**src/assert_macros.svh**
```systemverilog
// ----------------------------------------------------------------------------
// Assertion macros
// Concurrent assertion shorthands; define NO_ASSERTIONS to compile them out.
// ----------------------------------------------------------------------------
`ifndef ASSERT_MACROS_SVH
`define ASSERT_MACROS_SVH

`ifndef NO_ASSERTIONS

`define ASSERT_IMP(label, clk, rst, pre, post) \
   label: assert property (@(posedge clk) disable iff (rst) (pre) |-> (post)) \
      else $error("assertion failed");

`define ASSERT_NXT(label, clk, rst, pre, post) \
   label: assert property (@(posedge clk) disable iff (rst) (pre) |=> (post)) \
      else $error("assertion failed");

`else

`define ASSERT_IMP(label, clk, rst, pre, post)
`define ASSERT_NXT(label, clk, rst, pre, post)

`endif

`endif

```
**src/dtq_pkg.sv**
```systemverilog
// ----------------------------------------------------------------------------
// dtq_pkg
// Shared constants, codes and control types of the deadline timer queue.
// ----------------------------------------------------------------------------
`timescale 1ns / 1ps

package dtq_pkg;

   localparam int NUM_SLOTS = 16;
   localparam int TIME_BITS = 32;
   localparam int SLOT_W    = $clog2(NUM_SLOTS);
   localparam int CNT_W     = $clog2(NUM_SLOTS + 1);
   localparam int REF_W     = 16;
   localparam int HND_W     = 8;
   localparam int WORD_W    = TIME_BITS + REF_W + HND_W;

   typedef enum logic [1:0] {
      OP_START  = 2'd0,
      OP_CANCEL = 2'd1,
      OP_TICK   = 2'd2,
      OP_EXPIRE = 2'd3
   } op_type;

   localparam logic KIND_STATUS = 1'b0;
   localparam logic KIND_EXPIRY = 1'b1;

   typedef struct packed {
      logic idle;
      logic load;
      logic apply_op;
      logic scan_start;
      logic scan_run;
      logic emit_exp;
      logic emit_status;
   } cmd_type;

   typedef struct packed {
      logic req_valid;
      logic scan_done;
      logic due_expire;
      logic out_free;
   } stat_type;

endpackage

```
**src/dtq_req_if.sv**
```systemverilog
// ----------------------------------------------------------------------------
// dtq_req_if
// Request channel: one timer operation per beat.
// ----------------------------------------------------------------------------
`timescale 1ns / 1ps

interface dtq_req_if;
   logic        valid;
   logic        ready;
   logic [1:0]  opcode;
   logic [3:0]  timer_slot;
   logic [31:0] deadline;
   logic [15:0] owner_ref;
   logic [7:0]  handler_tag;
   logic [31:0] now;

   modport source (
      output valid, opcode, timer_slot, deadline, owner_ref, handler_tag, now,
      input  ready
   );
   modport sink (
      input  valid, opcode, timer_slot, deadline, owner_ref, handler_tag, now,
      output ready
   );
endinterface

```
**src/dtq_rsp_if.sv**
```systemverilog
// ----------------------------------------------------------------------------
// dtq_rsp_if
// Response channel: expiry beats followed by one status beat.
// ----------------------------------------------------------------------------
`timescale 1ns / 1ps

interface dtq_rsp_if;
   logic        valid;
   logic        ready;
   logic        kind;
   logic [3:0]  expired_slot;
   logic [15:0] expired_ref;
   logic [7:0]  expired_handler;
   logic        expire_pending;
   logic        alarm_armed;
   logic [31:0] alarm_delay;
   logic        last;

   modport source (
      output valid, kind, expired_slot, expired_ref, expired_handler,
             expire_pending, alarm_armed, alarm_delay, last,
      input  ready
   );
   modport sink (
      input  valid, kind, expired_slot, expired_ref, expired_handler,
             expire_pending, alarm_armed, alarm_delay, last,
      output ready
   );
endinterface

```
**src/deadline_timer_queue_unit.sv**
```systemverilog
// ----------------------------------------------------------------------------
// deadline_timer_queue_unit
// Timer slot table with earliest-deadline tracking, alarm arming and expiry.
// ----------------------------------------------------------------------------
// Request beats carry an opcode (start, cancel, alarm tick, expire), a slot,
// its deadline, reference and handler tag, and the current time. Each request
// yields zero or more expiry beats (expire only, earliest deadline first, ties
// lowest slot first) and then one status beat with last set, carrying the
// pending flag and, when a new alarm is armed, its delay from now.
// One request is worked at a time. A request without expiries holds the
// sequencer through the accept state, an update state, a scan of the
// 16-entry slot table through the single registered RAM read port, a decide
// state and the state that loads the status beat. Each expiry beat adds the
// state that loads it, a rescan of the table and a decide state.
// The request side is ready again as soon as the status beat is in the output
// register, so the next request overlaps its delivery.
// A stalled receiver holds the output register; the sequencer waits before
// loading the next beat. Reset clears all slots to inactive, disarms the
// alarm and clears the pending flag; no clearing pass is needed.
// ----------------------------------------------------------------------------
`timescale 1ns / 1ps

`include "assert_macros.svh"

module deadline_timer_queue_unit (
   input  logic        clock,
   input  logic        reset,
   dtq_req_if.sink     req_chan,
   dtq_rsp_if.source   rsp_chan
);

   dtq_pkg::cmd_type  cmd;
   dtq_pkg::stat_type stat;

   dtq_ctrl u_ctrl (
      .clock (clock),
      .reset (reset),
      .stat  (stat),
      .cmd   (cmd)
   );

   dtq_datapath u_datapath (
      .clock (clock),
      .reset (reset),
      .cmd   (cmd),
      .stat  (stat),
      .req   (req_chan),
      .rsp   (rsp_chan)
   );

   `ASSERT_NXT(a_busy_after_accept, clock, reset, req_chan.valid && req_chan.ready, !req_chan.ready)
   `ASSERT_IMP(a_last_is_status, clock, reset, rsp_chan.valid,
               rsp_chan.last == (rsp_chan.kind == dtq_pkg::KIND_STATUS))
   `ASSERT_IMP(a_emit_into_free, clock, reset, cmd.emit_exp || cmd.emit_status, stat.out_free)

endmodule

```
**src/dtq_ram.sv**
```systemverilog
// ----------------------------------------------------------------------------
// dtq_ram
// Generic single-write, single-read RAM with registered read data.
// ----------------------------------------------------------------------------
`timescale 1ns / 1ps

module dtq_ram #(
   parameter int WIDTH = 8,
   parameter int DEPTH = 16
) (
   input  logic                     clock,
   input  logic                     wr_en,
   input  logic [$clog2(DEPTH)-1:0] wr_addr,
   input  logic [WIDTH-1:0]         wr_data,
   input  logic [$clog2(DEPTH)-1:0] rd_addr,
   output logic [WIDTH-1:0]         rd_data
);

   logic [WIDTH-1:0] mem_ff [DEPTH];
   logic [WIDTH-1:0] rd_data_ff;

   always_ff @(posedge clock) begin
      if (wr_en) begin
         mem_ff[wr_addr] <= wr_data;
      end
      rd_data_ff <= mem_ff[rd_addr];
   end

   assign rd_data = rd_data_ff;

endmodule

```
**src/dtq_ctrl.sv**
```systemverilog
// ----------------------------------------------------------------------------
// dtq_ctrl
// Sequencer: apply the operation, scan for the earliest deadline, emit beats.
// ----------------------------------------------------------------------------
`timescale 1ns / 1ps

module dtq_ctrl (
   input  logic              clock,
   input  logic              reset,
   input  dtq_pkg::stat_type stat,
   output dtq_pkg::cmd_type  cmd
);

   typedef enum logic [5:0] {
      ST_IDLE   = 6'b000001,
      ST_UPDATE = 6'b000010,
      ST_SCAN   = 6'b000100,
      ST_DECIDE = 6'b001000,
      ST_EXPIRE = 6'b010000,
      ST_STATUS = 6'b100000
   } state_type;

   state_type state_ff;
   state_type state_in;

   always_comb begin
      state_in = state_ff;
      cmd      = '0;
      case (state_ff)
         ST_IDLE: begin
            cmd.idle = 1'b1;
            if (stat.req_valid) begin
               cmd.load = 1'b1;
               state_in = ST_UPDATE;
            end
         end
         ST_UPDATE: begin
            cmd.apply_op   = 1'b1;
            cmd.scan_start = 1'b1;
            state_in       = ST_SCAN;
         end
         ST_SCAN: begin
            cmd.scan_run = 1'b1;
            if (stat.scan_done) begin
               state_in = ST_DECIDE;
            end
         end
         ST_DECIDE: begin
            state_in = stat.due_expire ? ST_EXPIRE : ST_STATUS;
         end
         ST_EXPIRE: begin
            if (stat.out_free) begin
               cmd.emit_exp   = 1'b1;
               cmd.scan_start = 1'b1;
               state_in       = ST_SCAN;
            end
         end
         ST_STATUS: begin
            if (stat.out_free) begin
               cmd.emit_status = 1'b1;
               state_in        = ST_IDLE;
            end
         end
         default: begin
            state_in = ST_IDLE;
         end
      endcase
   end

   always_ff @(posedge clock) begin
      if (reset) begin
         state_ff <= ST_IDLE;
      end else begin
         state_ff <= state_in;
      end
   end

endmodule

```
**src/dtq_datapath.sv**
```systemverilog
// ----------------------------------------------------------------------------
// dtq_datapath
// Slot table, earliest-deadline scan, alarm and pending state, output register.
// ----------------------------------------------------------------------------
`timescale 1ns / 1ps

module dtq_datapath (
   input  logic              clock,
   input  logic              reset,
   input  dtq_pkg::cmd_type  cmd,
   output dtq_pkg::stat_type stat,
   dtq_req_if.sink           req,
   dtq_rsp_if.source         rsp
);

   localparam int TB = dtq_pkg::TIME_BITS;
   localparam int SW = dtq_pkg::SLOT_W;
   localparam int CW = dtq_pkg::CNT_W;
   localparam int NS = dtq_pkg::NUM_SLOTS;

   // latched request
   dtq_pkg::op_type                op_ff;
   logic [3:0]                     slot_ff;
   logic [TB-1:0]                  dl_ff;
   logic [dtq_pkg::REF_W-1:0]      ref_ff;
   logic [dtq_pkg::HND_W-1:0]      hnd_ff;
   logic [TB-1:0]                  now_ff;

   // queue state
   logic [NS-1:0] active_ff, active_in;
   logic [TB-1:0] armed_time_ff, armed_time_in;
   logic          pending_ff, pending_in;

   // scan
   logic [CW-1:0]             cnt_ff, cnt_in;
   logic                      cmp_valid_ff, cmp_valid_in;
   logic [SW-1:0]             cmp_idx_ff;
   logic                      best_valid_ff, best_valid_in;
   logic [SW-1:0]             best_idx_ff, best_idx_in;
   logic [TB-1:0]             best_dl_ff, best_dl_in;
   logic [dtq_pkg::REF_W-1:0] best_ref_ff, best_ref_in;
   logic [dtq_pkg::HND_W-1:0] best_hnd_ff, best_hnd_in;

   // output register
   logic                      rsp_valid_ff, rsp_valid_in;
   logic                      kind_ff;
   logic [3:0]                exp_slot_ff;
   logic [15:0]               exp_ref_ff;
   logic [7:0]                exp_hnd_ff;
   logic                      pend_out_ff;
   logic                      armed_out_ff;
   logic [31:0]               delay_out_ff;
   logic                      last_ff;

   // table memory
   logic                         ram_we;
   logic [SW-1:0]                ram_waddr;
   logic [dtq_pkg::WORD_W-1:0]   ram_wdata;
   logic [dtq_pkg::WORD_W-1:0]   ram_rdata;
   logic [TB-1:0]                rd_dl;
   logic [dtq_pkg::REF_W-1:0]    rd_ref;
   logic [dtq_pkg::HND_W-1:0]    rd_hnd;

   logic          in_range;
   logic          scan_more;
   logic          due;
   logic          later_ok;
   logic          check_go;
   logic          set_pending;
   logic          arm;
   logic [TB-1:0] delay;

   assign in_range  = 32'(slot_ff) < NS;
   assign scan_more = cnt_ff < CW'(NS);

   assign ram_we    = cmd.apply_op && (op_ff == dtq_pkg::OP_START) && in_range;
   assign ram_waddr = SW'(slot_ff);
   assign ram_wdata = {dl_ff, ref_ff, hnd_ff};
   assign rd_dl     = ram_rdata[dtq_pkg::WORD_W-1 -: TB];
   assign rd_ref    = ram_rdata[dtq_pkg::HND_W +: dtq_pkg::REF_W];
   assign rd_hnd    = ram_rdata[dtq_pkg::HND_W-1:0];

   dtq_ram #(
      .WIDTH (dtq_pkg::WORD_W),
      .DEPTH (NS)
   ) u_table (
      .clock   (clock),
      .wr_en   (ram_we),
      .wr_addr (ram_waddr),
      .wr_data (ram_wdata),
      .rd_addr (cnt_ff[SW-1:0]),
      .rd_data (ram_rdata)
   );

   // post-operation check on the earliest deadline
   assign due         = best_dl_ff <= now_ff;
   assign later_ok    = (armed_time_ff == '0) || (best_dl_ff < armed_time_ff);
   assign check_go    = best_valid_ff && ((op_ff != dtq_pkg::OP_START) || later_ok);
   assign set_pending = check_go && due;
   assign arm         = check_go && !due && later_ok;
   assign delay       = best_dl_ff - now_ff;

   assign stat.req_valid  = req.valid;
   assign stat.scan_done  = !scan_more && !cmp_valid_ff;
   assign stat.due_expire = (op_ff == dtq_pkg::OP_EXPIRE) && best_valid_ff && due;
   assign stat.out_free   = !rsp_valid_ff || rsp.ready;

   assign req.ready = cmd.idle;

   always_comb begin
      active_in     = active_ff;
      armed_time_in = armed_time_ff;
      pending_in    = pending_ff;
      if (cmd.apply_op) begin
         case (op_ff)
            dtq_pkg::OP_START: begin
               if (in_range) begin
                  active_in[SW'(slot_ff)] = 1'b1;
               end
            end
            dtq_pkg::OP_CANCEL: begin
               if (in_range) begin
                  active_in[SW'(slot_ff)] = 1'b0;
               end
            end
            dtq_pkg::OP_TICK: begin
               armed_time_in = '0;
            end
            dtq_pkg::OP_EXPIRE: begin
               pending_in = 1'b0;
            end
            default: begin
               pending_in = pending_ff;
            end
         endcase
      end
      if (cmd.emit_exp) begin
         active_in[best_idx_ff] = 1'b0;
      end
      if (cmd.emit_status) begin
         if (set_pending) begin
            pending_in = 1'b1;
         end
         if (arm) begin
            armed_time_in = best_dl_ff;
         end
      end
   end

   always_comb begin
      cnt_in        = cnt_ff;
      cmp_valid_in  = 1'b0;
      best_valid_in = best_valid_ff;
      best_idx_in   = best_idx_ff;
      best_dl_in    = best_dl_ff;
      best_ref_in   = best_ref_ff;
      best_hnd_in   = best_hnd_ff;
      if (cmd.scan_start) begin
         cnt_in        = '0;
         best_valid_in = 1'b0;
      end else if (cmd.scan_run) begin
         if (scan_more) begin
            cnt_in       = cnt_ff + CW'(1);
            cmp_valid_in = 1'b1;
         end
         if (cmp_valid_ff && active_ff[cmp_idx_ff]
             && (!best_valid_ff || (rd_dl < best_dl_ff))) begin
            best_valid_in = 1'b1;
            best_idx_in   = cmp_idx_ff;
            best_dl_in    = rd_dl;
            best_ref_in   = rd_ref;
            best_hnd_in   = rd_hnd;
         end
      end
   end

   assign rsp_valid_in = (rsp_valid_ff && !rsp.ready) || cmd.emit_exp || cmd.emit_status;

   always_ff @(posedge clock) begin
      if (reset) begin
         active_ff     <= '0;
         armed_time_ff <= '0;
         pending_ff    <= 1'b0;
         cnt_ff        <= '0;
         cmp_valid_ff  <= 1'b0;
         best_valid_ff <= 1'b0;
         rsp_valid_ff  <= 1'b0;
      end else begin
         active_ff     <= active_in;
         armed_time_ff <= armed_time_in;
         pending_ff    <= pending_in;
         cnt_ff        <= cnt_in;
         cmp_valid_ff  <= cmp_valid_in;
         best_valid_ff <= best_valid_in;
         rsp_valid_ff  <= rsp_valid_in;
      end
   end

   always_ff @(posedge clock) begin
      if (cmd.load) begin
         op_ff   <= dtq_pkg::op_type'(req.opcode);
         slot_ff <= req.timer_slot;
         dl_ff   <= TB'(req.deadline);
         ref_ff  <= req.owner_ref;
         hnd_ff  <= req.handler_tag;
         now_ff  <= TB'(req.now);
      end
      cmp_idx_ff  <= cnt_ff[SW-1:0];
      best_idx_ff <= best_idx_in;
      best_dl_ff  <= best_dl_in;
      best_ref_ff <= best_ref_in;
      best_hnd_ff <= best_hnd_in;
      if (cmd.emit_exp) begin
         kind_ff      <= dtq_pkg::KIND_EXPIRY;
         exp_slot_ff  <= 4'(best_idx_ff);
         exp_ref_ff   <= best_ref_ff;
         exp_hnd_ff   <= best_hnd_ff;
         pend_out_ff  <= 1'b0;
         armed_out_ff <= 1'b0;
         delay_out_ff <= '0;
         last_ff      <= 1'b0;
      end else if (cmd.emit_status) begin
         kind_ff      <= dtq_pkg::KIND_STATUS;
         exp_slot_ff  <= '0;
         exp_ref_ff   <= '0;
         exp_hnd_ff   <= '0;
         pend_out_ff  <= pending_in;
         armed_out_ff <= arm;
         delay_out_ff <= arm ? 32'(delay) : 32'd0;
         last_ff      <= 1'b1;
      end
   end

   assign rsp.valid           = rsp_valid_ff;
   assign rsp.kind            = kind_ff;
   assign rsp.expired_slot    = exp_slot_ff;
   assign rsp.expired_ref     = exp_ref_ff;
   assign rsp.expired_handler = exp_hnd_ff;
   assign rsp.expire_pending  = pend_out_ff;
   assign rsp.alarm_armed     = armed_out_ff;
   assign rsp.alarm_delay     = delay_out_ff;
   assign rsp.last            = last_ff;

endmodule
```
**src/flat_wrapper.sv**
```systemverilog
// flat-port wrapper written by rule: the top's interface ports become plain ports
module deadline_timer_queue_unit_flat 
  (clock, reset, req_chan_valid, req_chan_opcode, req_chan_timer_slot, req_chan_deadline, req_chan_owner_ref, req_chan_handler_tag, req_chan_now, req_chan_ready, rsp_chan_valid, rsp_chan_kind, rsp_chan_expired_slot, rsp_chan_expired_ref, rsp_chan_expired_handler, rsp_chan_expire_pending, rsp_chan_alarm_armed, rsp_chan_alarm_delay, rsp_chan_last, rsp_chan_ready);
  dtq_req_if req_chan_i ();
  dtq_rsp_if rsp_chan_i ();
  input  logic clock;
  input  logic reset;
  input wire logic [$bits(req_chan_i.valid)-1:0] req_chan_valid;
  input wire logic [$bits(req_chan_i.opcode)-1:0] req_chan_opcode;
  input wire logic [$bits(req_chan_i.timer_slot)-1:0] req_chan_timer_slot;
  input wire logic [$bits(req_chan_i.deadline)-1:0] req_chan_deadline;
  input wire logic [$bits(req_chan_i.owner_ref)-1:0] req_chan_owner_ref;
  input wire logic [$bits(req_chan_i.handler_tag)-1:0] req_chan_handler_tag;
  input wire logic [$bits(req_chan_i.now)-1:0] req_chan_now;
  output wire logic [$bits(req_chan_i.ready)-1:0] req_chan_ready;
  output wire logic [$bits(rsp_chan_i.valid)-1:0] rsp_chan_valid;
  output wire logic [$bits(rsp_chan_i.kind)-1:0] rsp_chan_kind;
  output wire logic [$bits(rsp_chan_i.expired_slot)-1:0] rsp_chan_expired_slot;
  output wire logic [$bits(rsp_chan_i.expired_ref)-1:0] rsp_chan_expired_ref;
  output wire logic [$bits(rsp_chan_i.expired_handler)-1:0] rsp_chan_expired_handler;
  output wire logic [$bits(rsp_chan_i.expire_pending)-1:0] rsp_chan_expire_pending;
  output wire logic [$bits(rsp_chan_i.alarm_armed)-1:0] rsp_chan_alarm_armed;
  output wire logic [$bits(rsp_chan_i.alarm_delay)-1:0] rsp_chan_alarm_delay;
  output wire logic [$bits(rsp_chan_i.last)-1:0] rsp_chan_last;
  input wire logic [$bits(rsp_chan_i.ready)-1:0] rsp_chan_ready;
  assign req_chan_i.valid = req_chan_valid;
  assign req_chan_i.opcode = req_chan_opcode;
  assign req_chan_i.timer_slot = req_chan_timer_slot;
  assign req_chan_i.deadline = req_chan_deadline;
  assign req_chan_i.owner_ref = req_chan_owner_ref;
  assign req_chan_i.handler_tag = req_chan_handler_tag;
  assign req_chan_i.now = req_chan_now;
  assign req_chan_ready = req_chan_i.ready;
  assign rsp_chan_valid = rsp_chan_i.valid;
  assign rsp_chan_kind = rsp_chan_i.kind;
  assign rsp_chan_expired_slot = rsp_chan_i.expired_slot;
  assign rsp_chan_expired_ref = rsp_chan_i.expired_ref;
  assign rsp_chan_expired_handler = rsp_chan_i.expired_handler;
  assign rsp_chan_expire_pending = rsp_chan_i.expire_pending;
  assign rsp_chan_alarm_armed = rsp_chan_i.alarm_armed;
  assign rsp_chan_alarm_delay = rsp_chan_i.alarm_delay;
  assign rsp_chan_last = rsp_chan_i.last;
  assign rsp_chan_i.ready = rsp_chan_ready;
  deadline_timer_queue_unit u_core (.clock(clock), .reset(reset), .req_chan(req_chan_i), .rsp_chan(rsp_chan_i));
endmodule
```
**config.mk**
```make
export PLATFORM = sky130hd
export DESIGN_NAME = deadline_timer_queue_unit_flat
export DESIGN_NICKNAME = d
export VERILOG_FILES = /design/src/dtq_pkg.sv /design/src/dtq_req_if.sv /design/src/dtq_rsp_if.sv /design/src/deadline_timer_queue_unit.sv /design/src/dtq_ram.sv /design/src/dtq_ctrl.sv /design/src/dtq_datapath.sv /design/src/flat_wrapper.sv
export VERILOG_INCLUDE_DIRS = /design/src /design/src/src
export SDC_FILE = /design/constraint.sdc
export NUM_CORES = 1
export LEC_CHECK = 0
export BUFFER_PORTS_ARGS = -buffer_cell sky130_fd_sc_hd__buf_4
export CAP_MARGIN = 0
export CORE_AREA = 2 2 299 301
export CTS_CLUSTER_SIZE = 10
export DETAILED_ROUTE_END_ITERATION = 8
export DIE_AREA = 0 0 301 303
export GPL_ROUTABILITY_DRIVEN = 0
export GPL_TIMING_DRIVEN = 0
export PLACE_DENSITY = 0.75
export SYNTH_ARGS = -nofsm -noshare
export SYNTH_HDL_FRONTEND = slang
export SYNTH_HIERARCHICAL = 1
export SYNTH_SLANG_ARGS = --single-unit
```
**constraint.sdc**
```tcl
create_clock -name clock -period 7.7 [get_ports clock]
set_clock_uncertainty 0.1 [all_clocks]
set_input_delay 0 -clock clock [delete_from_list [all_inputs] [get_ports clock]]
set_output_delay 0 -clock clock [all_outputs]
set_load 0.02 [all_outputs]
```
# Word-level counts from Yosys, hierarchy flattened

Memories as Yosys holds them, arrays and structs flattened. A register that Yosys moved wholly into a read port is not among the register bits.
Index checks and enable logic that the tools add are counted.
W data, S select, Z words.

Bits in registers: 285
Bits in writable memories: 896
Input port bits: 98
Output and inout bits: 66
Memories kept: 1

$add $sub $neg: 2
$lt $le $gt $ge: 9
Equal/unequal tests: 13
Mux-type cells: 41
Bitwise gates (word level): 7
Reduce and logical (&&, ||, !) cells: 35

Memories:

| memory                           | words | bits a word | read ports | clocked after Yosys merged registers in | wr ports | line          | text |
|---|---|---|---|---|---|---|---|
| u_core.u_datapath.u_table.mem_ff | 16    | 56          | 1          | 1                                       | 1        | dtq_ram.sv:19 | `logic [WIDTH-1:0] mem_ff [DEPTH];` |

Operators with widths:

| kind                 | count |
|---|---|
| $mux W32             | 5 |
| $lt A32 B32 Y1       | 2 |
| $mux W16             | 4 |
| $pmux W6 S6          | 1 |
| $and A16 B16 Y16     | 2 |
| $le A32 B32 Y1       | 1 |
| $logic_not A32 Y1    | 1 |
| $not A16 Y16         | 2 |
| $pmux W16 S2         | 1 |
| $sub A32 B32 Y32     | 1 |
| $mux W6              | 5 |
| $mux W1              | 16 |
| $mux W8              | 2 |
| $or A16 B16 Y16      | 1 |
| $lt A4 B5 Y1 const B | 3 |
| $logic_and A1 B1 Y1  | 13 |
| $demux W1 S4         | 2 |
| $ge A4 B1 Y1 const B | 2 |
| $mux W4              | 2 |
| $eq A6 B1 Y1 const B | 1 |
| $eq A6 B2 Y1 const B | 1 |
| $eq A6 B3 Y1 const B | 1 |
| $eq A6 B4 Y1 const B | 1 |
| $eq A6 B5 Y1 const B | 1 |
| 20 further kinds     | 36 |

# Longest topological paths before layout

Gate-level depths: netlist (run 1).

Depth in word-level cells: 10
Mapped depth: 15
Gate-level depth less buffers: 13

# By module

The synthesis (run 1) kept the hierarchy.

By module, submodules not included:

| module       | instances | cells each | area an instance (um^2) | seq. area each (um^2) |
|---|---|---|---|---|
| dtq_ram      | 1         | 1,445      | 34,678.3                | 28,026.9 |
| dtq_datapath | 1         | 1,107      | 12,802.3                | 7,407.1 |
| dtq_ctrl     | 1         | 48         | 425.4                   | 120.1 |

# Worst setup path before layout (run 1)

No wires, ideal clock.

Kind: register to register
From: register u_core.u_ctrl.state_ff[2]
To: memory u_core/u_datapath/u_table/mem_ff[0][0] in the netlist's numbering (enable)
Data arrival time: 5,853 ps
Slack: 1,208 ps
Stages on the path, launching flop included: 8
Clock period less this slack: 6,492 ps
Path through: dfxtp_1 -> buf_6 -> or3_4 -> nor3_1 -> nand2b_1 -> nor2_1 -> or3b_2 -> nor3_1

RTL lines:

| item                   | line           | text |
|---|---|---|
| from (decl)            | dtq_ctrl.sv:23 | `state_type state_ff;` |
| from (signal assigned) | dtq_ctrl.sv:74 | `state_ff <= state_in;` |
| to (decl)              | dtq_ram.sv:19  |  |

==> results of run 1 <==
-- cell type report --
cell class / count / area, um^2
inverter: 112 / 420
clock inverter: 15 / 258
multi-input combinational: 1129 / 11400
sequential: 1237 / 35600
buffer: 122 / 679
tap: 1165 / 1460
clock buffer: 243 / 4050
fill: 5604 / 29900
timing repair buffer: 419 / 4250
-- stage by stage --
step	setup WS (ns)	setup TNS, ns	power [uW]
6_report	3.34	0	14500
4_1_cts	3.42	0	14600
2_1_floorplan	1.21	0	8110
3_3_place_gp	-3.76	-1013.62	8310
5_1_grt	3.21	0	14900
3_5_place_dp	3.41	0	8360
-- what timing repair did --
item | CTS | global route
buffers inserted | 0 | 0
hold buffers | 194 | 0
endpoints found under the hold margin | 151 | 0
-- flip-flops by register name, summed over array words and instances, names as in the netlist, 5 cells and up --
| name | count |
|---|---|
| u_core/u_datapath/u_table/rd_data | 56 |
| u_core/u_datapath/armed_time_ff | 32 |
| u_core/u_datapath/best_dl_ff | 32 |
| u_core/u_datapath/best_hnd_ff | 8 |
| u_core/u_datapath/best_ref_ff | 16 |
| u_core/u_datapath/dl_ff | 32 |
| u_core/u_ctrl/state_ff | 6 |
| u_core/u_datapath/cnt_ff | 5 |
| u_core/u_datapath/rsp.expired_ref | 16 |
| u_core/u_datapath/now_ff | 32 |
| u_core/u_datapath/u_table/mem_ff | 896 |
| u_core/u_datapath/rsp.expired_handler | 8 |
| u_core/u_datapath/hnd_ff | 8 |
| u_core/u_datapath/ref_ff | 16 |
| u_core/u_datapath/rsp.alarm_delay | 32 |
| u_core/u_datapath/active_ff | 16 |
-- worst register-to-register path, cell delays in order, from the launching register on --
cell	delay [ns]
dfxtp_1	0.30
buf_6	0.13
or3_4	0.40
nor3_1	0.69
nand2b_1	0.27
nor2_1	0.31
nand3_1	0.37
nor3_2	0.46
buf_6	0.25
buf_8	0.19
buf_6	0.18
buf_4	0.22
buf_6	0.21
-- report_power, final --
group          total (uW)  switching [uW]  leakage [uW]  internal (uW)
clock                6170            2580       0.00204           3590
combinational         587             314       0.00648            273
sequential           7730             194        0.0111           7530
total               14500            3090        0.0196          11400
-- routing by layer --
metal  vias to the layer above  part of all wire, %  global-route usage (%)
met5                         -               0.0061                       0
met4                         2                  3.2                    9.57
met3                       256                  9.1                    5.59
met2                      1496                   50                    43.8
met1                     13900                   37                    32.5
li1                      11600                    -                       -
-- layout by cell type (no fill, tap or decap), types with 14 or more instances in the layout --
cell type	netlist	final
inv_1	112	111
nor3_1	25	20
xnor2_1	24	24
o21ai_0	28	28
nor2b_1	14	14
dfxtp_1	159	159
nand4_1	19	19
a21o_1	27	27
nand2_1	131	131
ha_1	95	95
a21oi_1	80	79
buf_4	9	173
dlygate4sd3_1	0	194
buf_2	18	18
and2_1	29	28
edfxtp_1	1078	1078
mux4_2	229	229
nand3_1	45	45
nor2_1	71	59
a22oi_1	116	116
buf_12	0	20
clkbuf_1	73	167
a22o_1	26	26
clkbuf_16	0	146
nor4_1	15	15
buf_6	22	48
nand2b_1	16	16
-- kinds of logic after synthesis --
| group | count (synthesis) | share of synthesized area, % |
|---|---|---|
| flops | 1237 | 74.2 |
| compound gates | 362 | 5.34 |
| simple gates | 404 | 4.15 |
| fa+ha+maj | 96 | 2.52 |
| buf+inv | 234 | 2.30 |
| xor+xnor | 32 | 0.585 |
| mux | 235 | 10.9 |
-- worst paths after layout --
path                                          from                                       end  depth (start not counted)
min                                          reset                 u_core/u_ctrl/state_ff[2]                          4
max reg2reg              u_core/u_ctrl/state_ff[2]  u_core/u_datapath/u_table/mem_ff[12][29]                         12
min reg2reg  u_core/u_datapath/u_table/rd_data[19]         u_core/u_datapath/best_ref_ff[11]                          0
max                      u_core/u_ctrl/state_ff[2]  u_core/u_datapath/u_table/mem_ff[12][29]                         12
==> metrics.csv, run 1 <==
metric,value,unit
CP Launch Type,flip-flop,
# diodes,0,
die area,91200,um^2
peak supply drop,233,uV
FP Rows,109,
Vias/cell,6.12,
Synth cell types,72,
Crit path required time,8.04,ns
power per cell area,250,nW/um^2
"area leader, netlist",edfxtp_1,
Port Buffers,162,
"Non-Filler Cell Area, Final",58100,um^2
TritonRoute pass-1 iters,6,
Clock Root Buffer,clkbuf_16,
via total after detailed routing,27200,
"Largest stage delay, worst path",0.69,ns
max cap viols,0,
share of post-route cells with drive strength above 1,21.4,%
"most used cell, CP",buf_6,
"Core Util, Final",66.0,%
outcome,"finished, final reports clean",
Global Route Usage Sum,25.7,%
Finished Layout Cells,4442,
largest net degree at the start of global routing,37,
die boundary width,301,um
"critical path, cell by cell",buf_6 -> or3_4 -> nor3_1 -> nand2b_1 -> nor2_1 -> nand3_1 -> nor3_2 -> buf_6 -> buf_8 -> buf_6 -> buf_4 -> buf_6,
core area,88000,um^2
# resized after CTS,0,
Avg Inst Size Synth,18.4,um^2
Area after DPL,51800,um^2
kind of end point of the critical path,flip-flop,
minimum clock period,4.36,ns
Final Hold Fails,0,
Iter 0 DRT Violations,2939,
CTS tree,done,
RSZ-0062 raised after global routing,false,
Crit Path Category,reg2reg,
clk sinks,1237,
number of synthesized register bits,1237,
"count leader, synth",edfxtp_1,
initial antenna violation count,2,
Syn Nets,2794,
Post-synth EDFFs,1078,
LEAKAGE,0.0196,uW
clock tree buffer depth,3,
final setup vio count,0,
Worst Path Buf+Inv,6,
TritonCTS Buffers,143,
main flop type after synthesis,edfxtp_1,
clk_lat worst skew,0.74,ns
boundary pin count,164,
vias in the first global route,28100,
max-slew violation count,0,
fraction of the yosys area taken by sequential cells,74.2,%
initial core utilization,54.5,%
slew margin rel.,34.9,%
first-pass GRT wire length,172000,um
Worst path slowest cell,nor3_1,
most common library cells after synthesis,"edfxtp_1 (1078), mux4_2 (229), dfxtp_1 (159), nand2_1 (131), a22oi_1 (116)",
post-synthesis async set-or-reset flop share,0,%
Post-DP HPWL,73200,um
Final ANT Viol Nets,0,
DRC viols,0,
Final #Nets,3358,
R2R setup slack,3.34,ns
maximum fanout along the worst path,11,
Syn. warnings,6,
Tightest Pin Transition,0.977,ns
Post-Syn Instances,2600,
Worst path top cell family by delay,simple AND/OR/NAND/NOR gates,
H-tree depth,4,
mapped cell area,47900,um^2
Tcrit/Tclk final,56.6,%
GR Overflow Total,0,
"Clk pin slew, worst setup/hold paths",0.05,ns
Yosys top cell area share,67.6,%
wire per inst,26.0,um
Synth area leaders,"edfxtp_1 (68%), mux4_2 (11%), dfxtp_1 (6.6%)",
Worst Hold Class,in2reg,
final wirelength,116000,um
"Arr. time, crit path",4.70,ns
dpl cells,3990,
Die Span Y,303,um
fmax,229,MHz
area grow syn2layout,21.2,%
final hold slack,0.0547,ns
No activity file was read; power rests on OpenSTA's default activity.
==> run 2: changes to the inputs <==
clock period = 4.05 ns   (was 7.7 ns; I/O delays follow)
==> metrics.csv, run 2 (synthesized netlist as in run 1, its figures left out) <==
metric,value,unit
Final Hold Fails,0,
wire per inst,27.2,um
register area,35600,um^2
kind of end point of the critical path,flip-flop,
Worst Hold Class,in2reg,
"Arr. time, crit path",4.21,ns
Crit Path Category,reg2reg,
outcome,"finished, final reports clean",
Area after DPL,51900,um^2
Final ANT Viol Nets,0,
Multi-input gate area,11400,um^2
share of post-route cells with drive strength above 1,21.7,%
"critical path, cell by cell",inv_1 -> ha_1 -> a21o_1 -> a21o_1 -> a21o_1 -> a21o_1 -> a21o_1 -> a21o_1 -> a221oi_1 -> o31ai_1 -> a21oi_4 -> buf_12,
Iter 0 DRT Violations,3270,
final wirelength,121000,um
first-pass GRT wire length,177000,um
"Non-Filler Cell Area, Final",58300,um^2
slew margin rel.,32.4,%
Crit path required time,4.39,ns
LEAKAGE,0.0197,uW
fmax,259,MHz
Global Route Usage Sum,26.6,%
"Clk pin slew, worst setup/hold paths",0.05,ns
initial antenna violation count,2,
clk_lat worst skew,0.75,ns
TritonCTS Buffers,144,
max-slew violation count,0,
post-route met1 wirelength,44800,um
Clock Root Buffer,clkbuf_16,
TritonRoute pass-1 iters,7,
top layer in use,met4,
largest net degree at the start of global routing,45,
"commonest non-fill, non-tap cell in the layout",edfxtp_1,
FP Rows,109,
CTS tree,done,
peak supply drop,469,uV
CP Launch Type,flip-flop,
die boundary width,301,um
DRC viols,0,
Filler cells,5489,
worst slack at placement,-0.198,ns
clk sinks,1237,
RSZ-0062 raised after global routing,false,
Worst Path Buf+Inv,2,
via total after detailed routing,27600,
clock tree buffer depth,3,
core area,88000,um^2
Tightest Pin Transition,1.01,ns
initial core utilization,54.5,%
Vias/cell,6.21,
Port Buffers,162,
Worst path top cell family by delay,compound AO/OA/AOI/OAI gates,
"Largest stage delay, worst path",0.78,ns
max reg flops,896,
met2 WL,61300,um
"most used cell, CP",a21o_1,
"Most flops, register",u_core/u_datapath/u_table/mem_ff,
area grow syn2layout,21.7,%
vias in the first global route,28400,
max cap viols,0,
final setup vio count,0,
most frequent cells in the layout,"edfxtp_1 (1078), mux4_2 (229), dlygate4sd3_1 (194)",
met3 WL,11000,um
Post-DP HPWL,73200,um
power per cell area,474,nW/um^2
maximum fanout along the worst path,26,
Worst path slowest cell,a21oi_4,
Die Span Y,303,um
boundary pin count,164,
Tcrit/Tclk final,95.5,%
setup slack after layout,0.182,ns
minimum clock period,3.87,ns
H-tree depth,4,
final hold slack,0.0597,ns
die area,91200,um^2
GR Overflow Total,0,
Final #Nets,3362,
==> run 2: area by class of cell <==
cell class	count	area share (%)
Tap cell	1165	2.50
Multi-Input combinational cell	1130	19.6
Clock buffer	234	6.96
Sequential cell	1237	61.0
Buffer	122	1.16
Clock inverter	18	0.436
Timing Repair Buffer	421	7.68
Antenna cell	1	0.00429
Inverter	112	0.721
==> run 2: stage by stage <==
stage / util, % / power [uW] / std cells / setup TNS (ns)
3_5_place_dp: 59.0 / 15900 / 3977 / -4.33
6_report: 66.3 / 27700 / 4440 / 0
2_1_floorplan: - / 15400 / 2600 / -195.88
4_1_cts: 66.1 / 27800 / 4425 / 0
3_3_place_gp: 57.6 / 15800 / 3927 / -2425.18
5_1_grt: 66.3 / 28500 / 4439 / 0
==> run 2: worst min-delay path: stages <==
cell           delay (ns)
dlygate4sd3_1        0.55
buf_4                0.15
inv_1                0.05
a21oi_1              0.06
o41ai_1              0.05
==> run 2: power by group <==
group	leakage (uW)	switching (uW)	internal (uW)
registers	0.0111	373	14300
clock network	0.00206	4980	6870
logic	0.00658	610	522
total	0.0197	5960	21700
==> run 2: final timing paths <==
kind	depth (start not counted)	end	startpoint	slack, ns
hold / removal	5	u_core/u_ctrl/state_ff[0]	req_chan_valid	0.06
hold reg to reg	0	u_core/u_datapath/best_ref_ff[2]	u_core/u_datapath/u_table/rd_data[10]	0.30
setup / recovery	12	u_core/u_datapath/best_hnd_ff[5]	u_core/u_datapath/best_dl_ff[9]	0.18
setup reg to reg	12	u_core/u_datapath/best_hnd_ff[5]	u_core/u_datapath/best_dl_ff[9]	0.18
==> run 2: repair_timing <==
action / CTS / global route
hold buffers: 194 / 0
cloned: 0 / 1
setup buffers: 2 / 13
pin swaps: 1 / 5
setup endpoints to repair: 25 / 350
gates resized for setup: 0 / 1
endpoints found under the hold margin: 150 / 0
==> run 2: metal layers <==
metal	vias to the layer above	global-route usage, %
met5	-	0
met4	0	9.29
met3	247	5.31
met2	1569	45.5
met1	14200	34.4
li1	11600	-
